--- src/rtl/ive_pkg.sv ---
// Package with the shared constants and types of the indel variant enumerator.
`timescale 1ns / 1ps
`default_nettype none

package ive_pkg;

    // Largest barcode length and the symbol alphabet.
    localparam int MAX_CODE_LEN  = 32;
    localparam int ALPHABET_SIZE = 4;
    localparam int STORE_DEPTH   = MAX_CODE_LEN + 1;

    localparam int SYM_W     = 2;
    localparam int LEN_W     = 6;
    localparam int VARIANT_W = 2 * MAX_CODE_LEN;

    localparam logic [LEN_W-1:0] CODE_LEN_RESET = LEN_W'(8);

    // Edit kinds reported with a candidate.
    localparam logic EDIT_DELETE = 1'b0;
    localparam logic EDIT_INSERT = 1'b1;

    // Request types of an input word.
    localparam logic REQ_LOAD = 1'b0;
    localparam logic REQ_NEXT = 1'b1;

    // Status of the read held in the store.
    typedef struct packed {
        logic             valid;
        logic             idle;
        logic [LEN_W-1:0] len;
    } t_read_status;

    // One result word.
    typedef struct packed {
        logic                 has_variant;
        logic [VARIANT_W-1:0] variant;
        logic [LEN_W-1:0]     edit_pos;
        logic                 edit_kind;
    } t_result;

endpackage

`default_nettype wire

--- src/rtl/ive_read_store.sv ---
// Read store: holds the loaded read symbols and tracks the read length and validity.
`timescale 1ns / 1ps
`default_nettype none

module ive_read_store (
    input  wire logic                                i_clk,
    input  wire logic                                i_rst_n,
    input  wire logic                                i_load,
    input  wire logic [ive_pkg::SYM_W-1:0]           i_symbol,
    input  wire logic                                i_last_symbol,
    output logic [ive_pkg::SYM_W*ive_pkg::STORE_DEPTH-1:0] o_store,
    output ive_pkg::t_read_status                    o_status
);
    import ive_pkg::*;

    localparam int IDX_W = $clog2(STORE_DEPTH);

    logic [SYM_W-1:0] r_store [STORE_DEPTH];
    logic [LEN_W-1:0] r_count, n_count;
    logic [LEN_W-1:0] r_len, n_len;
    logic             r_valid, n_valid;
    logic             r_bad, n_bad;
    logic             room;
    logic [IDX_W-1:0] wr_idx;

    assign room   = (r_count < LEN_W'(STORE_DEPTH));
    assign wr_idx = r_count[IDX_W-1:0];

    // Symbol row: written at the fill position, no reset.
    always_ff @(posedge i_clk) begin
        if (i_load && room) begin
            r_store[wr_idx] <= i_symbol;
        end
    end

    // Load bookkeeping for the read being assembled.
    always_comb begin
        n_count = r_count;
        n_len   = r_len;
        n_valid = r_valid;
        n_bad   = r_bad;
        if (i_load) begin
            if (r_count == '0) begin
                n_valid = 1'b0;
                n_bad   = 1'b0;
            end
            if (int'(i_symbol) >= ALPHABET_SIZE) begin
                n_bad = 1'b1;
            end
            if (room) begin
                n_count = r_count + LEN_W'(1);
            end else begin
                n_bad = 1'b1;
            end
            if (i_last_symbol) begin
                n_len   = n_count;
                n_valid = !n_bad;
                n_count = '0;
                n_bad   = 1'b0;
            end
        end
    end

    always_ff @(posedge i_clk) begin
        if (!i_rst_n) begin
            r_count <= '0;
            r_len   <= '0;
            r_valid <= 1'b0;
            r_bad   <= 1'b0;
        end else begin
            r_count <= n_count;
            r_len   <= n_len;
            r_valid <= n_valid;
            r_bad   <= n_bad;
        end
    end

    // Flatten the row for the candidate builder.
    for (genvar g = 0; g < STORE_DEPTH; g++) begin : g_flat
        assign o_store[SYM_W*g +: SYM_W] = r_store[g];
    end

    assign o_status.valid = r_valid;
    assign o_status.idle  = (r_count == '0);
    assign o_status.len   = r_len;

endmodule

`default_nettype wire

--- src/rtl/ive_cand_gen.sv ---
// Candidate builder: edit cursor, insert symbol and the per-position symbol select.
`timescale 1ns / 1ps
`default_nettype none

module ive_cand_gen (
    input  wire logic                                i_clk,
    input  wire logic                                i_rst_n,
    input  wire logic                                i_step,
    input  wire logic                                i_restart,
    input  wire logic [ive_pkg::LEN_W-1:0]           i_code_len,
    input  wire ive_pkg::t_read_status               i_status,
    input  wire logic [ive_pkg::SYM_W*ive_pkg::STORE_DEPTH-1:0] i_store,
    output ive_pkg::t_result                         o_result
);
    import ive_pkg::*;

    localparam int INS_W = $clog2(ALPHABET_SIZE + 1);

    logic [LEN_W-1:0]     r_cursor, n_cursor;
    logic [SYM_W-1:0]     r_ins, n_ins;
    logic                 usable;
    logic [LEN_W:0]       len_ext;
    logic [LEN_W:0]       rlen_ext;
    logic                 del_mode, ins_mode;
    logic                 del_go, ins_go;
    logic [VARIANT_W-1:0] del_word, ins_word;
    logic [INS_W-1:0]     ins_inc;

    assign len_ext  = {1'b0, i_code_len};
    assign rlen_ext = {1'b0, i_status.len};
    assign usable   = i_status.valid && i_status.idle && (i_code_len != '0)
                      && (i_code_len <= LEN_W'(MAX_CODE_LEN));
    assign del_mode = usable && (rlen_ext == len_ext + (LEN_W+1)'(1));
    assign ins_mode = usable && (rlen_ext + (LEN_W+1)'(1) == len_ext);
    assign del_go   = del_mode && (r_cursor < i_status.len);
    assign ins_go   = ins_mode && (r_cursor < i_code_len);

    // Per-position symbol select for both edit kinds.
    for (genvar g = 0; g < MAX_CODE_LEN; g++) begin : g_pos
        logic in_len;
        logic lower;
        logic at;
        assign in_len = (LEN_W'(g) < i_code_len);
        assign lower  = (LEN_W'(g) < r_cursor);
        assign at     = (LEN_W'(g) == r_cursor);

        assign del_word[SYM_W*g +: SYM_W] = !in_len ? '0 :
            lower ? i_store[SYM_W*g +: SYM_W] : i_store[SYM_W*(g+1) +: SYM_W];

        if (g == 0) begin : g_first
            assign ins_word[SYM_W*g +: SYM_W] = !in_len ? '0 :
                lower ? i_store[SYM_W*g +: SYM_W] : r_ins;
        end else begin : g_rest
            assign ins_word[SYM_W*g +: SYM_W] = !in_len ? '0 :
                lower ? i_store[SYM_W*g +: SYM_W] :
                at    ? r_ins : i_store[SYM_W*(g-1) +: SYM_W];
        end
    end

    // Result word for the current cursor.
    always_comb begin
        o_result = '0;
        if (del_go) begin
            o_result.has_variant = 1'b1;
            o_result.variant     = del_word;
            o_result.edit_pos    = r_cursor;
            o_result.edit_kind   = EDIT_DELETE;
        end else if (ins_go) begin
            o_result.has_variant = 1'b1;
            o_result.variant     = ins_word;
            o_result.edit_pos    = r_cursor;
            o_result.edit_kind   = EDIT_INSERT;
        end
    end

    // Cursor advance: one position per deletion, one per full alphabet sweep.
    assign ins_inc = INS_W'(r_ins) + INS_W'(1);

    always_comb begin
        n_cursor = r_cursor;
        n_ins    = r_ins;
        if (i_restart) begin
            n_cursor = '0;
            n_ins    = '0;
        end else if (i_step && del_go) begin
            n_cursor = r_cursor + LEN_W'(1);
        end else if (i_step && ins_go) begin
            if (int'(ins_inc) >= ALPHABET_SIZE) begin
                n_ins    = '0;
                n_cursor = r_cursor + LEN_W'(1);
            end else begin
                n_ins = ins_inc[SYM_W-1:0];
            end
        end
    end

    always_ff @(posedge i_clk) begin
        if (!i_rst_n) begin
            r_cursor <= '0;
            r_ins    <= '0;
        end else begin
            r_cursor <= n_cursor;
            r_ins    <= n_ins;
        end
    end

endmodule

`default_nettype wire

--- src/rtl/indel_variant_enumerator.sv ---
// Top level of the indel variant enumerator: handshakes, code_len register, result register.
// A candidate word is registered and appears in the cycle after its request is accepted.
// Throughput: one word per cycle while the output is not stalled; loads and requests share the input.
// The rate is set by the single result register behind the candidate select.
// Reset (synchronous, active low) clears the read status, cursor and output valid;
// code_len returns to 8. The symbol store is not cleared.
`timescale 1ns / 1ps
`default_nettype none

module indel_variant_enumerator (
    input  wire logic                            i_clk,
    input  wire logic                            i_rst_n,
    input  wire logic                            i_code_len_we,
    input  wire logic [ive_pkg::LEN_W-1:0]       i_code_len_wdata,
    input  wire logic                            i_valid,
    output logic                                 o_stall,
    input  wire logic                            i_req_type,
    input  wire logic [ive_pkg::SYM_W-1:0]       i_symbol,
    input  wire logic                            i_last_symbol,
    output logic                                 o_valid,
    input  wire logic                            i_stall,
    output logic                                 o_has_variant,
    output logic [ive_pkg::VARIANT_W-1:0]        o_variant,
    output logic [ive_pkg::LEN_W-1:0]            o_edit_pos,
    output logic                                 o_edit_kind
);
    import ive_pkg::*;

    logic [LEN_W-1:0]             r_code_len;
    logic                         r_out_valid;
    t_result                      r_out;
    logic                         accept;
    logic                         do_load;
    logic                         do_req;
    logic [SYM_W*STORE_DEPTH-1:0] store_row;
    t_read_status                 status;
    t_result                      cand;

    // Input handshake: the output register frees itself when its word is taken.
    assign o_stall = r_out_valid && i_stall;
    assign accept  = i_valid && !o_stall;
    assign do_load = accept && (i_req_type == REQ_LOAD);
    assign do_req  = accept && (i_req_type == REQ_NEXT);

    // Configuration register.
    always_ff @(posedge i_clk) begin
        if (!i_rst_n) begin
            r_code_len <= CODE_LEN_RESET;
        end else if (i_code_len_we) begin
            r_code_len <= i_code_len_wdata;
        end
    end

    ive_read_store u_store (
        .i_clk         (i_clk),
        .i_rst_n       (i_rst_n),
        .i_load        (do_load),
        .i_symbol      (i_symbol),
        .i_last_symbol (i_last_symbol),
        .o_store       (store_row),
        .o_status      (status)
    );

    ive_cand_gen u_cand (
        .i_clk      (i_clk),
        .i_rst_n    (i_rst_n),
        .i_step     (do_req),
        .i_restart  (do_load && i_last_symbol),
        .i_code_len (r_code_len),
        .i_status   (status),
        .i_store    (store_row),
        .o_result   (cand)
    );

    // Output register: valid flag.
    always_ff @(posedge i_clk) begin
        if (!i_rst_n) begin
            r_out_valid <= 1'b0;
        end else if (do_req) begin
            r_out_valid <= 1'b1;
        end else if (!i_stall) begin
            r_out_valid <= 1'b0;
        end
    end

    // Output register: result word.
    always_ff @(posedge i_clk) begin
        if (do_req) begin
            r_out <= cand;
        end
    end

    assign o_valid       = r_out_valid;
    assign o_has_variant = r_out.has_variant;
    assign o_variant     = r_out.variant;
    assign o_edit_pos    = r_out.edit_pos;
    assign o_edit_kind   = r_out.edit_kind;

endmodule

`default_nettype wire
--- config.mk ---
export PLATFORM = sky130hd
export DESIGN_NAME = indel_variant_enumerator
export DESIGN_NICKNAME = d
export VERILOG_FILES = /design/src/rtl/ive_pkg.sv /design/src/rtl/ive_read_store.sv /design/src/rtl/ive_cand_gen.sv /design/src/rtl/indel_variant_enumerator.sv
export SDC_FILE = /design/constraint.sdc
export NUM_CORES = 1
export LEC_CHECK = 0
export BUFFER_PORTS_ARGS = -buffer_cell sky130_fd_sc_hd__buf_2
export CORE_AREA = 5 5 149 187
export CTS_CLUSTER_SIZE = 12
export DETAILED_ROUTE_END_ITERATION = 6
export DIE_AREA = 0 0 154 192
export GPL_ROUTABILITY_DRIVEN = 0
export GPL_TIMING_DRIVEN = 1
export PLACE_DENSITY_LB_ADDON = 0.15
export SETUP_SLACK_MARGIN = 0.02
export SLEW_MARGIN = 20
export SYNTH_ARGS = -nofsm -noshare
export SYNTH_HDL_FRONTEND = slang
export SYNTH_SLANG_ARGS = --single-unit
--- constraint.sdc ---
create_clock -name i_clk -period 5.3 [get_ports i_clk]
set_clock_uncertainty 0.1 [all_clocks]
set_input_delay 1.325 -clock i_clk [delete_from_list [all_inputs] [get_ports i_clk]]
set_output_delay 1.325 -clock i_clk [all_outputs]
set_load 0.03 [all_outputs]
==> results.toml <==
[status]
status = "completed"

[setup_path]
worstPathRequired_ps = 5390
endpoint_kind = "flop"
crit_path_start_kind = "flop"
criticalPathCategory = "reg2reg"
crit_fanout = 36
crit_arrival_ps = 4240
r2r_cells = 7

[floorplanning]
die_y_um = 192
start_util = 0.377
die_w_um = 154
rows = 66
ioPinCount = 89
dieArea_um2 = 29600
coreArea_um2 = 25800

[clock_tree]
htreeDepth = 4
cts_sinks = 167
cts_buffer_depth = 2
clk-insertion-delay-late_ps = 440
numCtsBuffers = 17
cts_tree = "built"
post-cts-setup-buffers = 0
cts_resized = 0
postCtsHoldBufs = 0
clk_pin_slew_ps = 60
root_buffer = "clkbuf_16"

[pwr]
power.density_nw_per_um2 = 273
p_leak_uw = 0.00390
ir_worst_vdd_mv = 0.228

[placement]
port_buffers = 88
dp_cells = 1391
hpwl_mm = 23.4

[synth]
synth_area_leaders = "edfxtp_1 43%, dfxtp_1 6.0%, nor2_1 4.2%, nand2_1 4.0%, a21oi_1 3.8%"
yosys_warnings = 0
syn_area_per_cell_um2 = 9.50
seq_area_frac_synth = 0.487
synth_top_cell_by_area = "edfxtp_1"
synth_seq_cells = 167
synth_fp_nets = 1057
synth_cell_types = 69
synth_top_area_frac = 0.427
synth_area_um2 = 9710
synthFlopType = "edfxtp_1"
async_reset_ff_frac = 0
synth-edff-count = 138
syn_inst = 1022

[sta]
max_freq_mhz = 241
worstMarginPinSlew_ps = 1010
slew_headroom = 0.326
setup_viol = 0
rsz0062_at_grt = "no"
min_period_ps = 4140
hold_viol_final = 0
drv_slew = 0
finalSetupTns_ps = 0
post-route-period-util = 0.782

[detailed_routing]
drt_iter0_drc = 968
wl_mm = 33.2
viasPerCell = 5.99
wl_per_cell_um = 23.4
ant_nets = 0
drc = 0
first_pass_iters = 7
vias = 8525

[hold_path]
min_path_type = "reg2reg"
hold_depth = 2

[job]
maxCapViolations = 0

[finish]
layout-drive-gt1-share = 0.143
nets = 1105
layout.cells.non_filler = 1423
area_growth_pct = 13.2
antenna_cells = 0

[global_route]
track_usage = 0.224
grt_overflow = 0
grt_pass1_vias = 8114
grt_pass1_wl_mm = 50.2
grt_max_degree = 74
grt_antenna_before_repair = 0
## state kept, by name (all words and copies together) (netlist names)
register	cells
o_edit_pos	6
o_has_variant	1
o_valid	1
o_variant	64
u_store.r_count	6
r_code_len	6
u_cand.r_ins	2
u_cand.r_cursor	6
u_store.r_valid	1
u_store.r_len	6
u_store.r_store	66
u_store.r_bad	1
o_edit_kind	1
## final timing paths
kind | start | to | slack (ps)
setup / recovery | r_code_len[2] | o_variant[33] | 1160
hold / removal | u_store.r_valid | u_store.r_valid | 370
setup reg to reg | r_code_len[2] | o_variant[33] | 1160
hold reg to reg | u_store.r_valid | u_store.r_valid | 370
## cells in the mapped netlist (all sizes together) (25+ instances only)
master  count
dfxtp      29
nand2b     30
edfxtp    138
clkbuf     49
a21oi      75
a32oi      27
nand2     103
nor3       29
buf        25
nor2      108
o21ai      65
o22ai      26
o211ai     31
nand3      43
## final cells by class
class                   count  area (um^2)
inverters                  27          101
clock inverters            12          174
repair buffers            103          553
well taps                 340          425
flip-flops and latches    167         4720
multi-input cells         754         4560
fillers                  2601        14800
clock buffers              20          447
## report_power, final
group | internal, uW | switching (uW) | total (uW)
logic | 55.0 | 161 | 216
clock network | 800 | 522 | 1320
registers | 1440 | 19.5 | 1460
## kinds of logic after synthesis
| kind of cell | Yosys count | synth area share |
|---|---|---|
| compound gates | 296 | 0.201 |
| fa+ha+maj | 20 | 0.0258 |
| mux | 24 | 0.0250 |
| buf+inv | 101 | 0.0449 |
| xor+xnor | 14 | 0.0142 |
| simple gates | 400 | 0.202 |
| flops | 167 | 0.487 |
## metal layers
layer  GRT usage  vias up  wire length [um]
met2       0.377      430             16100
li1            -     3916                 -
met5           0        -                 0
met3      0.0358       68              2330
met1       0.287     4111             13600
met4      0.0907        0              1220
## cells in the final DEF (no fill, tap or decap), types with 7 or more instances in the layout
master	n
or2_2	7
o211ai_1	31
nand2_1	103
edfxtp_1	138
clkbuf_16	17
nand2b_1	30
and2_1	13
o22ai_1	26
nor2b_1	17
nor3_1	28
dfxtp_1	29
ha_1	20
a211oi_1	16
o21ai_0	63
xor2_1	7
and3_1	10
buf_4	15
a31oi_1	8
mux2i_1	22
nor2_1	108
a32oi_1	27
inv_1	24
buf_2	88
or3_1	10
nand3_1	43
a21oi_1	74
## metrics by stage
stage                     utilization  setup WS (ps)  area, um^2  total power (uW)  hold slack (ps)
after floorplan                     -            347        9710              1620              336
after global placement          0.402           1330       10400              1710              356
after detailed placement        0.402           1240       10400              1710              361
after CTS                       0.426           1220       11000              3020              370
after global routing            0.426           1030       11000              3100              423
final                           0.426           1160       11000              3000              367
## worst max-delay path, cell delays in order (launching register included)
cell       delay (ps)
dfxtp_1           820
and3_1            460
a311oi_2          150
o32ai_2           480
or2_2             670
buf_4             510
o2111ai_1         220
a221oi_1          480
Note: power is estimated with default switching activity, not from simulation.
